$ cat src/hw/rtl/catf_pkg.sv
// ----------------------------------------------------------------------------
// catf_pkg
// Shared types and constants for the CSV age threshold filter.
// ----------------------------------------------------------------------------
package catf_pkg;

   // Input transaction: one byte of the text stream
   typedef struct packed {
      logic [7:0] in_byte;
      logic       end_of_stream;
   } catf_req_type;

   // Output transaction: a forwarded byte or an error report
   typedef struct packed {
      logic        kind;
      logic [7:0]  out_byte;
      logic [1:0]  error_code;
      logic [31:0] line_number;
      logic        last;
   } catf_rsp_type;

   // Result kinds
   localparam logic KIND_BYTE  = 1'b0;
   localparam logic KIND_ERROR = 1'b1;

   // Error codes
   localparam logic [1:0] ERR_AGE_MISSING  = 2'd0;
   localparam logic [1:0] ERR_LINE_MISSING = 2'd1;
   localparam logic [1:0] ERR_NOT_NUMBER   = 2'd2;

   // Characters
   localparam logic [7:0] CHAR_COMMA   = 8'h2C;
   localparam logic [7:0] CHAR_NEWLINE = 8'h0A;
   localparam logic [7:0] CHAR_PLUS    = 8'h2B;
   localparam logic [7:0] CHAR_MINUS   = 8'h2D;
   localparam logic [7:0] CHAR_SPACE   = 8'h20;
   localparam logic [7:0] CHAR_TAB     = 8'h09;
   localparam logic [7:0] CHAR_CR      = 8'h0D;
   localparam logic [7:0] CHAR_ZERO    = 8'h30;
   localparam logic [7:0] CHAR_NINE    = 8'h39;

   // Age magnitude saturates here; it never passes a 16-bit threshold
   localparam logic [16:0] MAG_LIMIT = 17'd65536;

   // Tokenizer phase, one-hot
   typedef enum logic [6:0] {
      PH_FIRST_WAIT  = 7'b0000001,
      PH_FIRST_TOKEN = 7'b0000010,
      PH_SECOND_WAIT = 7'b0000100,
      PH_SPACE       = 7'b0001000,
      PH_SIGN        = 7'b0010000,
      PH_DIGITS      = 7'b0100000,
      PH_DONE        = 7'b1000000
   } parse_phase_type;

   // Control sequencer, one-hot
   typedef enum logic [2:0] {
      ST_ACCEPT = 3'b001,
      ST_READ   = 3'b010,
      ST_WAIT   = 3'b100
   } ctl_state_type;

endpackage

$ cat src/hw/rtl/csv_age_threshold_filter.sv
// ----------------------------------------------------------------------------
// csv_age_threshold_filter
// Splits a CSV byte stream into lines, parses the second field as an age and
// forwards lines whose age is within the programmed threshold.
// ----------------------------------------------------------------------------
// Usage:
//   req_*  : one stream byte per transaction, end_of_stream flags the final
//            byte and closes the current line.
//   rsp_*  : forwarded line bytes (kind 0) or a single error report (kind 1),
//            each tagged with the line number; last marks the final result
//            of the closing byte.
//   csr_*  : write max_age while the block is idle.
// Throughput: one byte per cycle while a line is collected. A line closes at
// a newline, at LINE_BYTES-1 bytes or at end_of_stream. A passing line of n
// bytes is then replayed from the line store, each byte by a store read
// (ST_READ) and an output load (ST_WAIT), during which req_ready is low; the
// first byte reaches rsp via ST_READ, ST_WAIT and the output register. An error
// report shows in the cycle after the closing byte. Dropped lines give no output.
// A result waiting on rsp_ready stalls replay; input is taken only when the
// output register is free or is being drained in the same cycle.
// Reset clears the tokenizer, the line count and max_age; the line store
// needs no clearing since only bytes of the current line are read back.
// ----------------------------------------------------------------------------
module csv_age_threshold_filter
   import catf_pkg::*;
#(
   parameter int LINE_BYTES = 64
) (
   input  logic         clock,
   input  logic         reset,
   input  logic         req_valid,
   output logic         req_ready,
   input  catf_req_type req_data,
   output logic         rsp_valid,
   input  logic         rsp_ready,
   output catf_rsp_type rsp_data,
   input  logic         csr_write_enable,
   input  logic [15:0]  csr_write_data
);

   localparam int ADDR_W = $clog2(LINE_BYTES);
   localparam logic [ADDR_W-1:0] LAST_COUNT = ADDR_W'(LINE_BYTES - 1);
   localparam logic [ADDR_W-1:0] ONE_COUNT  = ADDR_W'(1);

   // Registers
   ctl_state_type   state_ff, state_in;
   parse_phase_type phase_ff, phase_in;
   logic [ADDR_W-1:0] count_ff, count_in;
   logic [16:0]     mag_ff, mag_in;
   logic            minus_ff, minus_in;
   logic            digit_ff, digit_in;
   logic [31:0]     counter_ff, counter_in;
   logic [15:0]     max_age_ff, max_age_in;
   logic [ADDR_W-1:0] len_ff, len_in;
   logic [ADDR_W-1:0] rd_idx_ff, rd_idx_in;
   logic            rsp_valid_ff, rsp_valid_in;
   catf_rsp_type    rsp_data_ff, rsp_data_in;

   // Combinational helpers
   logic            req_fire;
   logic [7:0]      c;
   logic            is_comma, is_space, is_sign, is_digit, is_newline;
   logic            value_step, space_like;
   logic [20:0]     mag_prod;
   logic [16:0]     mag_sat;
   logic            chunk_end, early_phase, age_pass;
   logic            out_free;
   logic [7:0]      ram_rd_data;

   assign req_fire = req_valid && req_ready;
   assign c        = req_data.in_byte;
   assign out_free = !rsp_valid_ff || rsp_ready;

   // Input is taken only while collecting and with room for an error report
   assign req_ready = (state_ff == ST_ACCEPT) && out_free;

   // Line store; writes happen only while collecting and reads only while
   // replaying, so one entry is never written and read in the same cycle
   catf_ram #(
      .WIDTH (8),
      .DEPTH (LINE_BYTES)
   ) u_line_store (
      .clock   (clock),
      .wr_en   (req_fire),
      .wr_addr (count_ff),
      .wr_data (c),
      .rd_en   (state_ff == ST_READ),
      .rd_addr (rd_idx_ff),
      .rd_data (ram_rd_data)
   );

   // Character classes
   assign is_comma   = (c == CHAR_COMMA);
   assign is_newline = (c == CHAR_NEWLINE);
   assign is_space   = (c == CHAR_SPACE) || ((c >= CHAR_TAB) && (c <= CHAR_CR));
   assign is_sign    = (c == CHAR_PLUS) || (c == CHAR_MINUS);
   assign is_digit   = (c >= CHAR_ZERO) && (c <= CHAR_NINE);

   // Decimal accumulate: mag * 10 + digit, saturating
   assign mag_prod = ({4'b0, mag_ff} << 3) + ({4'b0, mag_ff} << 1) + {17'b0, c[3:0]};
   assign mag_sat  = (mag_prod > {4'b0, MAG_LIMIT}) ? MAG_LIMIT : mag_prod[16:0];

   // Tokenizer
   always_comb begin
      phase_in   = phase_ff;
      mag_in     = mag_ff;
      minus_in   = minus_ff;
      digit_in   = digit_ff;
      value_step = 1'b0;
      space_like = (phase_ff == PH_SPACE) || (phase_ff == PH_SECOND_WAIT);
      unique case (phase_ff) inside
         PH_FIRST_WAIT: begin
            if (!is_comma) phase_in = PH_FIRST_TOKEN;
         end
         PH_FIRST_TOKEN: begin
            if (is_comma) phase_in = PH_SECOND_WAIT;
         end
         PH_SECOND_WAIT: begin
            if (!is_comma) value_step = 1'b1;
         end
         PH_SPACE, PH_SIGN, PH_DIGITS: begin
            if (is_comma) phase_in = PH_DONE;
            else value_step = 1'b1;
         end
         default: begin
         end
      endcase
      // Value parsing within the second token
      if (value_step) begin
         if (space_like && is_space) begin
            phase_in = PH_SPACE;
         end else if (space_like && is_sign) begin
            phase_in = PH_SIGN;
            minus_in = (c == CHAR_MINUS);
         end else if (is_digit) begin
            phase_in = PH_DIGITS;
            mag_in   = mag_sat;
            digit_in = 1'b1;
         end else begin
            phase_in = PH_DONE;
         end
      end
   end

   // Line close and verdict, on the state after this byte
   always_comb begin
      count_in    = count_ff + ONE_COUNT;
      chunk_end   = is_newline || (count_in >= LAST_COUNT) || req_data.end_of_stream;
      early_phase = (phase_in == PH_FIRST_WAIT) || (phase_in == PH_FIRST_TOKEN) ||
                    (phase_in == PH_SECOND_WAIT);
      age_pass    = (!minus_in || (mag_in == 17'd0)) && (mag_in <= {1'b0, max_age_ff});
   end

   // Sequencer and output register
   always_comb begin
      state_in     = state_ff;
      counter_in   = counter_ff;
      len_in       = len_ff;
      rd_idx_in    = rd_idx_ff;
      rsp_valid_in = rsp_valid_ff && !rsp_ready;
      rsp_data_in  = rsp_data_ff;
      max_age_in   = csr_write_enable ? csr_write_data : max_age_ff;

      unique case (state_ff)
         ST_ACCEPT: begin
            if (req_fire && chunk_end) begin
               counter_in              = counter_ff + 32'd1;
               rsp_data_in.kind        = KIND_ERROR;
               rsp_data_in.out_byte    = 8'h00;
               rsp_data_in.line_number = counter_in;
               rsp_data_in.last        = 1'b1;
               if ((count_in == ONE_COUNT) && is_newline) begin
                  rsp_valid_in           = 1'b1;
                  rsp_data_in.error_code = ERR_LINE_MISSING;
               end else if ((count_in == ONE_COUNT) || early_phase) begin
                  rsp_valid_in           = 1'b1;
                  rsp_data_in.error_code = ERR_AGE_MISSING;
               end else if (!digit_in) begin
                  rsp_valid_in           = 1'b1;
                  rsp_data_in.error_code = ERR_NOT_NUMBER;
               end else if (age_pass) begin
                  state_in  = ST_READ;
                  len_in    = count_in;
                  rd_idx_in = '0;
               end
            end
         end
         ST_READ: begin
            state_in = ST_WAIT;
         end
         ST_WAIT: begin
            // Store data is held until the output register has room
            if (out_free) begin
               rsp_valid_in            = 1'b1;
               rsp_data_in.kind        = KIND_BYTE;
               rsp_data_in.out_byte    = ram_rd_data;
               rsp_data_in.error_code  = ERR_AGE_MISSING;
               rsp_data_in.line_number = counter_ff;
               rsp_data_in.last        = (rd_idx_ff == (len_ff - ONE_COUNT));
               rd_idx_in               = rd_idx_ff + ONE_COUNT;
               state_in = rsp_data_in.last ? ST_ACCEPT : ST_READ;
            end
         end
         default: begin
            state_in = ST_ACCEPT;
         end
      endcase
   end

   // Control registers
   always_ff @(posedge clock) begin
      if (reset) begin
         state_ff     <= ST_ACCEPT;
         phase_ff     <= PH_FIRST_WAIT;
         count_ff     <= '0;
         mag_ff       <= '0;
         minus_ff     <= 1'b0;
         digit_ff     <= 1'b0;
         counter_ff   <= '0;
         max_age_ff   <= '0;
         rsp_valid_ff <= 1'b0;
      end else begin
         state_ff     <= state_in;
         counter_ff   <= counter_in;
         max_age_ff   <= max_age_in;
         rsp_valid_ff <= rsp_valid_in;
         if (req_fire) begin
            if (chunk_end) begin
               phase_ff <= PH_FIRST_WAIT;
               count_ff <= '0;
               mag_ff   <= '0;
               minus_ff <= 1'b0;
               digit_ff <= 1'b0;
            end else begin
               phase_ff <= phase_in;
               count_ff <= count_in;
               mag_ff   <= mag_in;
               minus_ff <= minus_in;
               digit_ff <= digit_in;
            end
         end
      end
   end

   // Payload registers
   always_ff @(posedge clock) begin
      len_ff      <= len_in;
      rd_idx_ff   <= rd_idx_in;
      rsp_data_ff <= rsp_data_in;
   end

   assign rsp_valid = rsp_valid_ff;
   assign rsp_data  = rsp_data_ff;

   // Assertions
   a_error_is_last: assert property (@(posedge clock) disable iff (reset)
      (rsp_valid_ff && (rsp_data_ff.kind == KIND_ERROR)) |-> rsp_data_ff.last)
      else $error("error report without last");

   a_replay_len: assert property (@(posedge clock) disable iff (reset)
      (state_ff != ST_ACCEPT) |-> (len_ff >= 2))
      else $error("replay of a line shorter than two bytes");

   a_replay_index: assert property (@(posedge clock) disable iff (reset)
      (state_ff != ST_ACCEPT) |-> (rd_idx_ff < len_ff))
      else $error("replay index past line length");

   a_count_bound: assert property (@(posedge clock) disable iff (reset)
      count_ff < LAST_COUNT)
      else $error("byte count reached line limit without closing");

   a_last_byte_ends_replay: assert property (@(posedge clock) disable iff (reset)
      ((state_ff == ST_WAIT) && out_free && (rd_idx_ff == (len_ff - ONE_COUNT)))
      |=> (state_ff == ST_ACCEPT) && rsp_valid_ff && rsp_data_ff.last)
      else $error("replay did not end on its last byte");

endmodule

$ cat src/hw/rtl/catf_ram.sv
// ----------------------------------------------------------------------------
// catf_ram
// Generic single-write, single-read RAM with a registered read port.
// ----------------------------------------------------------------------------
module catf_ram #(
   parameter int WIDTH = 8,
   parameter int DEPTH = 64
) (
   input  logic                     clock,
   input  logic                     wr_en,
   input  logic [$clog2(DEPTH)-1:0] wr_addr,
   input  logic [WIDTH-1:0]         wr_data,
   input  logic                     rd_en,
   input  logic [$clog2(DEPTH)-1:0] rd_addr,
   output logic [WIDTH-1:0]         rd_data
);

   logic [WIDTH-1:0] mem_ff [DEPTH];
   logic [WIDTH-1:0] rd_data_ff;

   // Write port and registered read port
   always_ff @(posedge clock) begin
      if (wr_en) begin
         mem_ff[wr_addr] <= wr_data;
      end
      if (rd_en) begin
         rd_data_ff <= mem_ff[rd_addr];
      end
   end

   assign rd_data = rd_data_ff;

endmodule
$ cat config.mk
export PLATFORM = sky130hd
export DESIGN_NAME = csv_age_threshold_filter
export DESIGN_NICKNAME = d
export VERILOG_FILES = /design/src/hw/rtl/catf_pkg.sv /design/src/hw/rtl/csv_age_threshold_filter.sv /design/src/hw/rtl/catf_ram.sv
export SDC_FILE = /design/constraint.sdc
export NUM_CORES = 1
export LEC_CHECK = 0
export ABC_AREA = 1
export BUFFER_PORTS_ARGS = -buffer_cell sky130_fd_sc_hd__buf_2
export CORE_AREA = 8 8 242 221
export DETAILED_ROUTE_END_ITERATION = 10
export DIE_AREA = 0 0 250 229
export HOLD_SLACK_MARGIN = 0.03
export PLACE_DENSITY = 0.76
export SLEW_MARGIN = 10
export SYNTH_ARGS = -nofsm -noshare
export SYNTH_HDL_FRONTEND = slang
export SYNTH_SLANG_ARGS = --single-unit
$ cat constraint.sdc
create_clock -name clock -period 13.75 [get_ports clock]
set_input_delay 0.6875 -clock clock [delete_from_list [all_inputs] [get_ports clock]]
set_output_delay 0.6875 -clock clock [all_outputs]
set_load 0.01 [all_outputs]
==> run_results.csv <==
group,metric,value,unit
run_status,run_status,"complete, no violations",
sta,min_period,5.84,ns
synth,synthFlopType,"edfxtp_1",
global_routing,track_usage,24.6,%
sta,setup_tns,0,ns
sta,rsz0062_at_grt,"no",
flow_run,maxCapViolCount,0,
synth,syn_area_per_cell,11.0,µm²
floorplanning,start_util,58.9,%
detailed_routing,firstDrtPassIters,8,
detailed_routing,wl_per_cell,21.3,µm
cells_and_area,nNetsFinal,2779,
pwr,p_leak,11.2,nW
synth,synth_edf_count,576,
global_routing,grt_pass1_vias,20048,
detailed_routing,vias,20782,
pwr,finalPower,0.00400,W
cts,cts_tree,"built",
cts,clock-sinks,660,
global_routing,grt_start_max_net_pins,192,
placement,place_congestion,0.877,
cells_and_area,n_antenna_cell,0,
cts,cts_root_buf,"clkbuf_16",
synth,seq_area_frac_synth,65.0,%
synth,synth_nets,2753,
synth,async_flop_share,0,%
sta,tightestPinTransition,1.07,ns
cells_and_area,mostFrequentLayoutCell,"edfxtp_1",
worst_setup_path,arrival,6.08,ns
synth,synthCells,2666,
sta,setup_viol,0,
cells_and_area,multi_input_area,9020,µm²
sta,max_freq,0.171,GHz
floorplanning,coreArea,49600,µm²
worst_setup_path,required,13.99,ns
cells_and_area,fillers,3712,
sta,slew_headroom,28.6,%
detailed_routing,avgViaCountPerCell,6.14,
worst_setup_path,start_kind,"input port",
worst_setup_path,critPathKind,"input port to register",
detailed_routing,ant_nets,0,
placement,io_buffers,75,
worst_setup_path,crit_path_frequent_cell,"nand3_1",
synth,ys_warn_count,0,
sta,min_period_over_period,42.5,%
pwr,ir_drop,0.0000849,V
min_path,hp-class,"input port to register",
global_routing,grt_pass1_wl,112000,µm
pwr,pwr_density_cell,125,nW/µm²
global_routing,overflow,0,
worst_setup_path,crit_slowest_cell,"fa_1",
cts,htree_num_levels,3,
cells_and_area,syn_to_final_growth,9.77,%
floorplanning,dieArea,57300,µm²
floorplanning,io_pins,76,
floorplanning,die_x,250,µm
global_routing,antenna_found_initial,0,
synth,syn_area,29200,µm²
detailed_routing,drc,0,
detailed_routing,drt-initial-drc-count,2709,
cts,post_cts_resized,0,
worst_setup_path,max_stage_delay,0.57,ns
cells_and_area,seq_area,19000,µm²
sta,slew_viol_final,0,
synth,ys_seq_elements,660,
cts,cts_inserted_buffers,66,
worst_setup_path,crit_path_end_kind,"register",
cts,cts.clk_slew.worst_paths,0.06,ns
cts,hold_buffers,0,
floorplanning,dieHeight,229,µm
placement,hpwlAfterDp,43500,µm
worst_setup_path,path_max_fanout,69,
floorplanning,rows,78,
detailed_routing,wirelength,72100,µm
cells_and_area,layout-drive-gt1-share,10.1,%
cts,postCtsSetupBuffers,0,
cts,cts.path.max_buffers,3,
synth,synth_cell_type_count,59,
cells_and_area,layout_common_cells,"edfxtp_1 (576), nor2_1 (415), o21ai_0 (333)",
sta,hold_viol,0,
cts,clk_latency,0.60,ns
sta,clock_skew,0.0236,ns
## where the power goes
group / internal (W) / leakage (nW) / switching (W)
clock: 0.000975 / 1.01 / 0.000740
combinational: 0.0000193 / 4.30 / 0.0000714
sequential: 0.00219 / 5.89 / 0.00000434
total: 0.00318 / 11.2 / 0.000816
## cells in the mapped netlist (8+ instances only)
master,instances,area (µm²)
o211ai_1,19,143
nand2_1,332,1250
buf_1,8,30.0
ha_1,55,688
nand2_4,8,90.1
edfxtp_1,576,17300
clkbuf_1,123,462
nand3_2,14,140
o21ai_1,10,50.1
inv_1,155,582
xor2_1,34,298
nand2_2,18,113
o221ai_1,49,429
xnor2_1,8,70.1
nor2_1,416,1560
o22ai_1,84,526
a21oi_1,78,390
nor2_2,12,75.1
dfxtp_1,84,1680
nand4_1,49,307
nor3_1,15,75.1
o21ai_0,333,1670
nand3_1,102,510
## stage by stage
stage	instances	hold WS (ns)	setup slack (ns)	instance area [µm²]	util, %
2_1_floorplan	2666	0.436	8.96	29200	-
3_3_place_gp	3264	0.468	7.52	30000	60.5
3_5_place_dp	3264	0.466	7.37	30000	60.5
4_1_cts	3382	0.306	7.99	32100	64.7
5_1_grt	3382	0.342	7.43	32100	64.7
6_report	3382	0.327	7.91	32100	64.7
## registers in the layout, indices dropped and copies added (netlist names)
signal                flops
state_ff                  3
count_ff                  6
u_line_store.rd_data      8
rd_idx_ff                 6
digit_ff                  1
rsp_data                 44
phase_ff                  7
max_age_ff               16
len_ff                    6
rsp_valid                 1
mag_ff                   17
minus_ff                  1
counter_ff               32
u_line_store.mem_ff     512
## path summary, 6_finish.rpt
path / startpoint / end / slack (ns) / cells after the start
worst max-delay path: req_data[4] / rd_idx_ff[5]$_SDFFCE_PN0P_ / 7.91 / 29
worst min-delay path: csr_write_data[0] / max_age_ff[0]$_SDFFE_PP0P_ / 0.33 / 3
worst max register to register: mag_ff[2]$_SDFFE_PP0P_ / rd_idx_ff[5]$_SDFFCE_PN0P_ / 8.45 / 27
worst min register to register: max_age_ff[6]$_SDFFE_PP0P_ / max_age_ff[6]$_SDFFE_PP0P_ / 0.47 / 2
## logic make-up (layout without fill, tap and decap cells)
kind of cell	after synthesis	after routing	synth area share (%)
AOI/OAI and AO/OA	603	603	11.8
xor gates and xnor gates	43	43	1.31
adders and majority gates	57	57	2.49
buffers and inverters	308	384	4.19
DFF	660	660	65.0
and+or+nand+nor	995	995	15.2
## layout make-up
type	count	share of cell area, %
clock buffers	89	5.69
flip-flops and latches	660	59.2
repair buffers	100	1.79
inverters	166	1.97
multi-input cells	1698	28.1
clock inverters	29	0.726
well taps	640	2.50
## critical path, delay by kind of cell
kind	cells	cell delay [ns]
AND/OR/NAND/NOR	17	2.05
AO/OA/AOI/OAI	5	1.07
adder cells (fa/ha/maj)	3	1.33
buffers and inverters	4	0.88
## per-layer routing
layer	up-vias	global-route usage [%]	wire [µm]
met5	-	0	0
met4	0	8.82	2210
met3	159	4.60	6670
met2	1043	39.8	34200
met1	9996	33.2	29000
li1	9584	-	-
(Power assumes the default switching activity.)
